## config.mk

```make
export PLATFORM = sky130hd
export DESIGN_NAME = min_tracking_stack_core
export DESIGN_NICKNAME = d
export VERILOG_FILES = /design/src/hdl/mts_pkg.sv /design/src/hdl/mts_ctrl.sv /design/src/hdl/mts_datapath.sv /design/src/hdl/min_tracking_stack_core.sv
export SDC_FILE = /design/constraint.sdc
export NUM_CORES = 2
export LEC_CHECK = 0
export BUFFER_PORTS_ARGS = -buffer_cell sky130_fd_sc_hd__buf_2
export CORE_MARGIN = 3
export CORE_UTILIZATION = 50
export CTS_CLUSTER_DIAMETER = 30
export DETAILED_ROUTE_END_ITERATION = 10
export HOLD_SLACK_MARGIN = 0.15
export PLACE_DENSITY = 0.62
export SLEW_MARGIN = 10
export SYNTH_ARGS = -nofsm -noshare
export SYNTH_HDL_FRONTEND = slang
export SYNTH_SLANG_ARGS = --single-unit
```

## constraint.sdc

```tcl
create_clock -name clk -period 7.99 [get_ports clk]
set_input_delay 1.1985 -clock clk [delete_from_list [all_inputs] [get_ports clk]]
set_output_delay 1.1985 -clock clk [all_outputs]
set_load 0.03 [all_outputs]
```

## src/hdl/mts_pkg.sv

```systemverilog
// Shared constants, codes and controller/datapath interface types of the min-tracking stack.
package mts_pkg;

	localparam int STACK_DEPTH_DEF = 64;
	localparam int DATA_W          = 32;

	localparam logic [1:0] FUNC_PUSH = 2'd0;
	localparam logic [1:0] FUNC_POP  = 2'd1;
	localparam logic [1:0] FUNC_PEEK = 2'd2;

	localparam logic [1:0] STATUS_OK         = 2'd0;
	localparam logic [1:0] STATUS_POP_EMPTY  = 2'd1;
	localparam logic [1:0] STATUS_PUSH_FULL  = 2'd2;

	typedef struct packed {
		logic do_push;   // write the pushed value and advance the tops
		logic do_pop;    // drop the top and fetch the entries below
		logic refresh;   // load the fetched entries into the top registers
		logic load_out;  // capture the result fields
	} mts_cmd_t;

	typedef struct packed {
		logic full;
		logic empty;
	} mts_status_t;

endpackage

```

## src/hdl/mts_ctrl.sv

```systemverilog
// Controller state machine of the min-tracking stack: handshakes, sequencing and status code.
module mts_ctrl (
	input  logic                clk,
	input  logic                arst_n,
	input  logic                in_valid,
	output logic                in_ready,
	input  logic [1:0]          func,
	output logic                out_valid,
	input  logic                out_ready,
	output logic [1:0]          status,
	input  mts_pkg::mts_status_t dp_status,
	output mts_pkg::mts_cmd_t   dp_cmd
);

	typedef enum logic [1:0] {
		S_IDLE,
		S_READ,
		S_FINISH
	} state_t;

	state_t     state_q;
	logic       out_valid_q;
	logic [1:0] status_q;
	logic [1:0] pend_status_q;
	logic       accept;
	logic       load_res;
	logic [1:0] status_d;
	logic       pop_ok;

	// A waiting result does not block the input: the next item is taken in and
	// held in the finish state until the result register frees up.
	assign in_ready  = (state_q == S_IDLE);
	assign accept    = in_valid && in_ready;
	assign load_res  = (state_q == S_FINISH) && (!out_valid_q || out_ready);
	assign out_valid = out_valid_q;
	assign status    = status_q;

	always_comb begin
		status_d = mts_pkg::STATUS_OK;
		pop_ok   = 1'b0;
		unique case (func)
			mts_pkg::FUNC_PUSH: begin
				if (dp_status.full) begin
					status_d = mts_pkg::STATUS_PUSH_FULL;
				end
			end
			mts_pkg::FUNC_POP: begin
				if (dp_status.empty) begin
					status_d = mts_pkg::STATUS_POP_EMPTY;
				end else begin
					pop_ok = 1'b1;
				end
			end
			default: begin
				status_d = mts_pkg::STATUS_OK;
			end
		endcase
	end

	always_comb begin
		dp_cmd.do_push  = accept && (func == mts_pkg::FUNC_PUSH) && !dp_status.full;
		dp_cmd.do_pop   = accept && pop_ok;
		dp_cmd.refresh  = (state_q == S_READ);
		dp_cmd.load_out = load_res;
	end

	always_ff @(posedge clk or negedge arst_n) begin
		if (!arst_n) begin
			state_q       <= S_IDLE;
			out_valid_q   <= 1'b0;
			status_q      <= mts_pkg::STATUS_OK;
			pend_status_q <= mts_pkg::STATUS_OK;
		end else begin
			if (load_res) begin
				out_valid_q <= 1'b1;
				status_q    <= pend_status_q;
			end else if (out_ready) begin
				out_valid_q <= 1'b0;
			end
			unique case (state_q)
				S_IDLE: begin
					if (accept) begin
						pend_status_q <= status_d;
						state_q       <= pop_ok ? S_READ : S_FINISH;
					end
				end
				S_READ: begin
					state_q <= S_FINISH;
				end
				S_FINISH: begin
					if (load_res) begin
						state_q <= S_IDLE;
					end
				end
				default: begin
					state_q <= S_IDLE;
				end
			endcase
		end
	end

endmodule

```

## src/hdl/mts_datapath.sv

```systemverilog
// Datapath of the min-tracking stack: value and minimum memories, counts, cached tops, results.
module mts_datapath #(
	parameter int STACK_DEPTH = mts_pkg::STACK_DEPTH_DEF
) (
	input  logic                              clk,
	input  logic                              arst_n,
	input  mts_pkg::mts_cmd_t                 dp_cmd,
	output mts_pkg::mts_status_t              dp_status,
	input  logic signed [mts_pkg::DATA_W-1:0] push_value,
	output logic signed [mts_pkg::DATA_W-1:0] top_value,
	output logic signed [mts_pkg::DATA_W-1:0] min_value,
	output logic                              is_empty
);

	localparam int CW = $clog2(STACK_DEPTH + 1);
	localparam int AW = (STACK_DEPTH > 1) ? $clog2(STACK_DEPTH) : 1;
	localparam logic [CW-1:0] FULL_COUNT = CW'(STACK_DEPTH);
	localparam logic [CW-1:0] ONE        = CW'(1);

	logic signed [mts_pkg::DATA_W-1:0] value_mem [STACK_DEPTH];
	logic signed [mts_pkg::DATA_W-1:0] min_mem   [STACK_DEPTH];

	logic [CW-1:0] vcount_q;
	logic [CW-1:0] mcount_q;
	logic signed [mts_pkg::DATA_W-1:0] top_q;
	logic signed [mts_pkg::DATA_W-1:0] mtop_q;
	logic signed [mts_pkg::DATA_W-1:0] vrd_q;
	logic signed [mts_pkg::DATA_W-1:0] mrd_q;
	logic signed [mts_pkg::DATA_W-1:0] top_value_q;
	logic signed [mts_pkg::DATA_W-1:0] min_value_q;
	logic                              is_empty_q;

	logic          min_take;
	logic          min_drop;
	logic [CW-1:0] vcount_pop;
	logic [CW-1:0] mcount_pop;
	logic [AW-1:0] vrd_addr;
	logic [AW-1:0] mrd_addr;

	always_comb begin
		dp_status.full  = (vcount_q == FULL_COUNT);
		dp_status.empty = (vcount_q == '0);
		min_take   = ((mcount_q == '0) || (push_value <= mtop_q)) && (mcount_q != FULL_COUNT);
		min_drop   = (mcount_q != '0) && (top_q == mtop_q);
		vcount_pop = vcount_q - ONE;
		mcount_pop = min_drop ? (mcount_q - ONE) : mcount_q;
		// The entries that become the tops after a pop sit one below the new counts.
		vrd_addr   = (vcount_pop != '0) ? AW'(vcount_pop - ONE) : '0;
		mrd_addr   = (mcount_pop != '0) ? AW'(mcount_pop - ONE) : '0;
	end

	always_ff @(posedge clk) begin
		if (dp_cmd.do_push) begin
			value_mem[vcount_q[AW-1:0]] <= push_value;
			if (min_take) begin
				min_mem[mcount_q[AW-1:0]] <= push_value;
			end
		end
		vrd_q <= value_mem[vrd_addr];
		mrd_q <= min_mem[mrd_addr];
	end

	always_ff @(posedge clk or negedge arst_n) begin
		if (!arst_n) begin
			vcount_q <= '0;
			mcount_q <= '0;
		end else if (dp_cmd.do_push) begin
			vcount_q <= vcount_q + ONE;
			if (min_take) begin
				mcount_q <= mcount_q + ONE;
			end
		end else if (dp_cmd.do_pop) begin
			vcount_q <= vcount_pop;
			mcount_q <= mcount_pop;
		end
	end

	always_ff @(posedge clk) begin
		if (dp_cmd.do_push) begin
			top_q <= push_value;
			if (min_take) begin
				mtop_q <= push_value;
			end
		end else if (dp_cmd.refresh) begin
			top_q  <= vrd_q;
			mtop_q <= mrd_q;
		end
		if (dp_cmd.load_out) begin
			top_value_q <= dp_status.empty ? '0 : top_q;
			min_value_q <= (dp_status.empty || (mcount_q == '0)) ? '0 : mtop_q;
			is_empty_q  <= dp_status.empty;
		end
	end

	assign top_value = top_value_q;
	assign min_value = min_value_q;
	assign is_empty  = is_empty_q;

endmodule

```

## src/hdl/min_tracking_stack_core.sv

```systemverilog
// Top level of the min-tracking stack: controller and datapath joined by command and status.
// A push, a peek or a refused operation goes from acceptance straight to the finish step;
// an accepted pop first passes a read step for the registered memory read of the new tops.
// No item is taken in until the last one is through; a result left waiting holds the
// following item in its last step, so only one more item is taken in before the input stalls.
// Reset (arst_n low, asynchronous) empties both stacks and drops any pending result.
module min_tracking_stack_core #(
	parameter int STACK_DEPTH = mts_pkg::STACK_DEPTH_DEF
) (
	input  logic                              clk,
	input  logic                              arst_n,
	input  logic                              in_valid,
	output logic                              in_ready,
	input  logic [1:0]                        func,
	input  logic signed [mts_pkg::DATA_W-1:0] push_value,
	output logic                              out_valid,
	input  logic                              out_ready,
	output logic signed [mts_pkg::DATA_W-1:0] top_value,
	output logic signed [mts_pkg::DATA_W-1:0] min_value,
	output logic                              is_empty,
	output logic [1:0]                        status
);

	// The controller judges each item against the full and empty flags, then steers the datapath:
	// a push writes the value memory and updates the cached tops in the same cycle (the minimum
	// side only for a value not above the minimum); a pop fetches the entries of the new tops.
	// The memories themselves are never cleared; only entries below the counts are read.
	mts_pkg::mts_cmd_t    dp_cmd;
	mts_pkg::mts_status_t dp_status;

	mts_ctrl u_ctrl (
		.clk       (clk),
		.arst_n    (arst_n),
		.in_valid  (in_valid),
		.in_ready  (in_ready),
		.func      (func),
		.out_valid (out_valid),
		.out_ready (out_ready),
		.status    (status),
		.dp_status (dp_status),
		.dp_cmd    (dp_cmd)
	);

	// The datapath keeps the top of each stack in a register so results never
	// wait on a memory read except right after a pop.
	mts_datapath #(
		.STACK_DEPTH (STACK_DEPTH)
	) u_datapath (
		.clk        (clk),
		.arst_n     (arst_n),
		.dp_cmd     (dp_cmd),
		.dp_status  (dp_status),
		.push_value (push_value),
		.top_value  (top_value),
		.min_value  (min_value),
		.is_empty   (is_empty)
	);

endmodule

```

======== Word-level counts from Yosys, hierarchy flattened ========
Memories as Yosys holds them, arrays and structs flattened. A register that Yosys moved wholly into a read port is not among the register bits.
Index checks and enable logic that the tools add are counted.
cells by class
  add/sub/neg operators ................... 6
  $lt $le $gt $ge ......................... 1
  eq/ne operators ......................... 9
  muxes and demuxes ....................... 29
  reductions and logical operators ........ 26
operator list
  kind                   count
  $mux W32               5
  $mux W7                6
  $eq A32 B32 Y1         1
  $le A32 B32 Y1         1
  $reduce_bool A7 Y1     3
  $add A7 B1 Y7 const B  2
  $logic_not A7 Y1       2
  $sub A7 B1 Y7 const B  2
  $mux W6                2
  $sub A6 B1 Y6 const B  2
  $mux W1                10
  $mux W2                4
  $reduce_and A2 Y1      4
  $eq A7 B7 Y1 const B   1
  $logic_and A1 B1 Y1    7
  $ne A7 B7 Y1 const B   1
  $pmux W2 S3            1
  $reduce_bool A2 Y1     3
  $eq A2 B1 Y1 const B   2
  $logic_not A2 Y1       2
  $ne A2 B1 Y1 const B   2
  $pmux W2 S2            1
  $logic_or A1 B1 Y1     3
  $eq A2 B2 Y1 const B   1
  2 further kinds        3
word-level totals
  bits in registers ....................... 150
  bits in writable memories ............... 4096
  output and inout bits ................... 69
  word-level logic and storage cells ...... 84
  memories kept ........................... 2
memory list
  name                  words  width  rd ports  clocked after Yosys merged registers in  wr ports  RTL line            RTL
  u_datapath.min_mem    64     32     1         1                                        1         mts_datapath.sv:21  logic signed [mts_pkg::DATA_W-1:0] min_mem [STACK_DEPTH];
  u_datapath.value_mem  64     32     1         1                                        1         mts_datapath.sv:20  logic signed [mts_pkg::DATA_W-1:0] value_mem [STACK_DEPTH];

======== Longest topological paths before layout ========
  depth in word-level cells ............... 6
  depth in mapped cells ................... 26
  gate-level depth less buffers ........... 19

======== Cells and area by module ========
A second synthesis with hierarchy kept.
second synthesis, totals
  cells, all modules ...................... 11511
  area, all modules ....................... 171010.3 sq um
by module, submodules not included
  module        instances  cells each  area each (sq um)  sequential area each (sq um)
  mts_datapath  1          11479       170647.4           128503.2
  mts_ctrl      1          32          362.8              175.2

======== Least setup slack after synthesis ========
No wires, ideal clock.
  path kind ............................... input -> register
  from .................................... in out_ready
  to ...................................... reg u_ctrl.status_q[0] (netlist: u_ctrl.status[0])
  data arrival time ....................... 6958 ps
  data required time ...................... 7901 ps
  setup slack ............................. 943 ps
  stages on the path ...................... 3
  path buffers ............................ 0
  cells stage by stage .................... nand2b_1 > nor3b_1 > mux2_2
between the ends
  longest elaborated chain between the ends .. 2
ends and longest elaborated chain
  what                    RTL line                       RTL
  start: declaration      min_tracking_stack_core.sv:17  input logic out_ready,
  $logic_or A1 B1 Y1      mts_ctrl.sv:34                 assign load_res = (state_q == S_FINISH) && (!out_valid_q || out_ready);
  $logic_and A1 B1 Y1     mts_ctrl.sv:34
  net u_ctrl.load_res     mts_ctrl.sv:26                 logic load_res;
  end signal: assignment  mts_ctrl.sv:71                 status_q <= mts_pkg::STATUS_OK;
  end signal: assignment  mts_ctrl.sv:76                 status_q <= pend_status_q;
  end: declaration        mts_ctrl.sv:23                 logic [1:0] status_q;
The timed path passes the listed nets, and every way through them passes these cells.
A chain may end at the register's enable or synchronous reset.

======== Worst setup path in the final report ========
  from .................................... reg u_datapath.mcount_q[1]
  to ...................................... reg u_datapath.mrd_q[7] in the netlist's numbering, read port of u_datapath.min_mem
between the ends
  longest elaborated chain between the ends .. 5
  elaborated cells on any way between the ends .. 7
ends and longest elaborated chain
  what                                                   RTL line            RTL
  start: declaration                                     mts_datapath.sv:24  logic [CW-1:0] mcount_q;
  start signal: assignment                               mts_datapath.sv:70  mcount_q <= mcount_q + ONE;
  start signal: assignment                               mts_datapath.sv:74  mcount_q <= mcount_pop;
  branches (longest 2 deep; another with $sub A7 B1 Y7)  --
  $mux W7 *                                              mts_datapath.sv:46  mcount_pop = min_drop ? (mcount_q - ONE) : mcount_q;
  $sub A6 B1 Y6 or $reduce_bool A7 Y1 (tied branches)    mts_datapath.sv:49  mrd_addr = (mcount_pop != '0) ? AW'(mcount_pop - ONE) : '0;
  $mux W6 *                                              mts_datapath.sv:49
  end: declaration                                       mts_datapath.sv:28  logic signed [mts_pkg::DATA_W-1:0] mrd_q;
Mark *: on every way between the ends.

==> out/metrics.yaml <==
fin_cells: 17530
nFillCells: 25140
slowest_delay_ns: 1.12
place_inst: 16120
drc_errors: 0
post-route-util_pct: 60.32
fp.dieArea_mm2: 0.3468
areaGrowthSynthToFinish_pct: 19.78
critPathRequiredTime_ns: 8.98
cts.sinks: 4310
cts_root_buf: "clkbuf_16"
die_w_um: 588.9
vdd_ir_drop_max_mv: 0.4994
synth_nets: 12000
netlist-cell-type-count: 92
path_buf_inv: 3
power_frac_seq_pct: 27.1
ant_nets: 0
firstDrtPassIters: 8
arrival_ns: 8.24
wl_met1_um: 211500
wl_met2_um: 273400
initial_core_util_pct: 50.36
dp_hpwl_um: 348100
grt_pass1_wl_um: 820900
grt_max_degree: 156
clkPwrFrac_pct: 33.2
status: "finished, final reports clean"
path_max_fanout: 109
drt_wl_total_um: 591600
power.share.combinational_pct: 39.6
startpoint_type: "register"
criticalPathCategory: "register to register"
postCtsSetupBuffers: 0
io_buffers: 106
drt_iter0_drc: 17180
finalSetupViolCount: 0
rsz0062_at_grt: "false"
io_pins: 107
clkTransAtPathRegs_ns: 0.05
grt_antenna_before_repair: 62
core-area_mm2: 0.3374
synthesis.area_per_instance_um2: 14.25
ctsResizeCount: 0
drt-vias-per-instance: 6.445
die_y_um: 588.9
relSlewSlack_pct: 9.680
worst_pin_slew_ns: 1.342
wl_per_cell_um: 33.74
netSwitchingFraction_pct: 41.66
worstSkewPairLatency_ns: 1.07
fin_skew_ns: 0.06247
synth_ff_type: "edfxtp_1"
critPathTopFamily: "simple AND/OR/NAND/NOR gates"
met3WireLength_um: 63600
report.final.slew_viol_count: 0
final_layout_size_suffix_gt1_share_pct: 15.53
cts_tree: "done"
slowest_stage: "nor4_1"
ctsHtreeMaxLevel: 6
leakage_nw: 68.46
ctsHoldBuffers: 0
r2r-start: "u_datapath.mcount_q[1]$_DFFE_PN0P_"
cts_buffers: 730
hold_violations: 0
grt_remaining_overflow: 0
setup_tns_ns: 0
top_layer: "met5"
yosys_warnings: 0
crit_path_start: "u_datapath.mcount_q[1]$_DFFE_PN0P_"
crit_chain: "inv_1, ha_1, nor3b_1, nand3b_1, nand3_1, nor3_4, xnor2_4, inv_8, ha_1, xnor2_1, xnor2_4, o21ai_4, buf_12, a2111oi_0, nor4_1, o31a_1, a32o_1"
p_per_area_mw_per_mm2: 472.6
clockBufferDepth: 4
internal_power_mw: 56.11
row_count: 213
fmax_mhz: 137.9
synth_area_mm2: 0.1699
cp-end-kind: "register"
vias: 113000
period_needed_ns: 7.250
gp_congestion: 0.9486
synth_seq_cells: 4310
grt_use_total_pct: 33.22
p_sw_mw: 40.07
finalPower_mw: 96.18
async_reset_ff_share_pct: 0.4872
synth_edf_count: 4225
grt_pass1_vias: 107200
hp-class: "primary input to async pin"
ys_seq_area_share_pct: 75.74
nets: 12420
synth_cells: 11920
whs_ns: 0.2166
finalCritPeriodShare_pct: 90.74
cap_violations: 0
==> kinds of logic (layout without fill, tap and decap cells) <==
logic type,Yosys count,count (layout),share of synthesized area (%)
compound gates,2240,2240,8.917
xor+xnor,55,55,0.2924
fa+ha+maj,44,44,0.3240
buf+inv,905,1952,2.174
flops,4310,4310,75.74
mux,350,350,2.420
other cells,0,50,0
simple gates,4015,4015,10.14
==> sequential cells by signal, indices dropped and copies added, names as in the netlist, 7 cells and up <==
name                  cells
u_datapath.vrd_q         32
u_datapath.min_mem     2048
u_datapath.min_value     32
u_datapath.top_q         32
u_datapath.top_value     32
u_datapath.value_mem   2048
u_datapath.mrd_q         32
u_datapath.mcount_q       7
u_datapath.vcount_q       7
u_datapath.mtop_q        32
==> worst register-to-register path: stages (launching register included) <==
cell and delay [ns]:
dfrtp_1 0.62, inv_1 0.14, ha_1 0.31, nor3b_1 0.21, nand3b_1 0.15, nand3_1 0.29, nor3_4 0.57, xnor2_4 0.22
inv_8 0.13, ha_1 0.26, xnor2_1 0.93, xnor2_4 0.51, o21ai_4 0.27, buf_12 0.42, a2111oi_0 0.46, nor4_1 1.12
o31a_1 0.41, a32o_1 0.18
==> layout make-up <==
type	count	area (µm²)	share of cell area [%]
Clock inverter	523	6492	3.190
Inverter	59	236.5	0.1162
Clock buffer	834	18960	9.316
Tap cell	4515	5649	2.776
Timing Repair Buffer	536	4444	2.184
Multi-Input combinational cell	6704	38910	19.12
Sequential cell	4310	128700	63.23
Antenna cell	50	125.1	0.06148
==> power by group through the flow <==
stage	Clock (mW)	Sequential, mW	Combinational, mW
4_1_cts	32.1	26.1	37.4
2_1_floorplan	0	26.3	20.1
5_1_grt	33.2	26.0	39.4
3_5_place_dp	0	26.5	37.2
3_3_place_gp	0	26.5	36.8
6_report	32.0	26.1	38.1
==> cell usage after synthesis (21+ instances only) <==
master	count	share of area, %
o221ai_1	46	0.24
buf_2	179	0.53
a2111oi_0	34	0.18
a211oi_1	99	0.44
nand3_1	802	2.4
buf_1	128	0.28
a22oi_1	55	0.24
a21oi_1	659	1.9
o31ai_1	34	0.15
nand4_1	30	0.11
and3_1	47	0.17
nor3_1	154	0.45
mux2i_1	278	1.6
nor2_1	315	0.70
o21ai_0	172	0.51
a221oi_1	103	0.53
o21ai_1	27	0.080
clkbuf_1	520	1.1
nand2_1	2406	5.3
o211ai_1	162	0.72
a221o_1	51	0.30
o22ai_1	159	0.59
inv_1	56	0.12
xor2_1	42	0.22
a311oi_1	212	1.1
nor2b_1	42	0.15
or3_1	133	0.49
a31oi_1	218	0.80
a222oi_1	29	0.17
o32ai_1	21	0.11
edfxtp_1	4225	75
dfrtp_1	21	0.31
mux2_2	26	0.17
ha_1	44	0.32
dfxtp_1	64	0.75
nor4_1	26	0.096
mux4_2	46	0.61
==> metal layers <==
metal  track usage [%]  up-vias
li1                  -    46910
met1             42.96    56650
met2             51.58     7892
met3             6.840     1517
met4             21.08       20
met5                 0        -
==> per-stage QoR <==
stage               instance area [µm²]  setup slack, ns
global route                     203400           0.6297
detailed placement               177900            1.074
global placement                 177800           0.9196
CTS                              203300            1.052
finish                           203500           0.7402
floorplan                        169900           0.9433
==> final timing paths <==
| path | slack, ns | to | cells after the start |
|---|---|---|---|
| hold reg to reg | 0.50 | u_ctrl.pend_status_q[0]$_DFFE_PN0P_ | 1 |
| setup / recovery | 0.74 | u_datapath.mrd_q[7]$_DFF_P_ | 17 |
| max in group asynchronous | 7.13 | u_datapath.vcount_q[0]$_DFFE_PN0P_ | 1 |
| hold / removal | 0.22 | u_ctrl.status[1]$_DFFE_PN0P_ | 1 |
| min in group clk | 0.44 | u_ctrl.state_q[1]$_DFFE_PN0P_ | 3 |
| setup reg to reg | 0.74 | u_datapath.mrd_q[7]$_DFF_P_ | 17 |
==> cells in the final DEF, fill, tap and decap left out, drive strengths merged, types with 34 or more instances in the layout <==
master / Yosys / layout
nor3: 157 / 157
or3: 133 / 133
o22ai: 160 / 160
a221oi: 103 / 103
a31oi: 218 / 218
a221o: 51 / 51
a2111oi: 34 / 34
inv: 58 / 142
nor2: 319 / 319
and3: 47 / 47
ha: 44 / 44
a21oi: 662 / 662
o21ai: 203 / 203
o211ai: 162 / 162
nand2: 2407 / 2407
mux2i: 278 / 278
a311oi: 213 / 213
clkinvlp: 0 / 77
buf: 325 / 536
a22oi: 55 / 55
dfxtp: 64 / 64
o221ai: 46 / 46
mux4: 46 / 46
clkinv: 1 / 260
diode: 0 / 50
bufinv: 0 / 103
xor2: 42 / 42
o31ai: 35 / 35
edfxtp: 4225 / 4225
a211oi: 100 / 100
nor2b: 42 / 42
nand3: 802 / 802
clkbuf: 521 / 834
(Power assumes the default switching activity.)
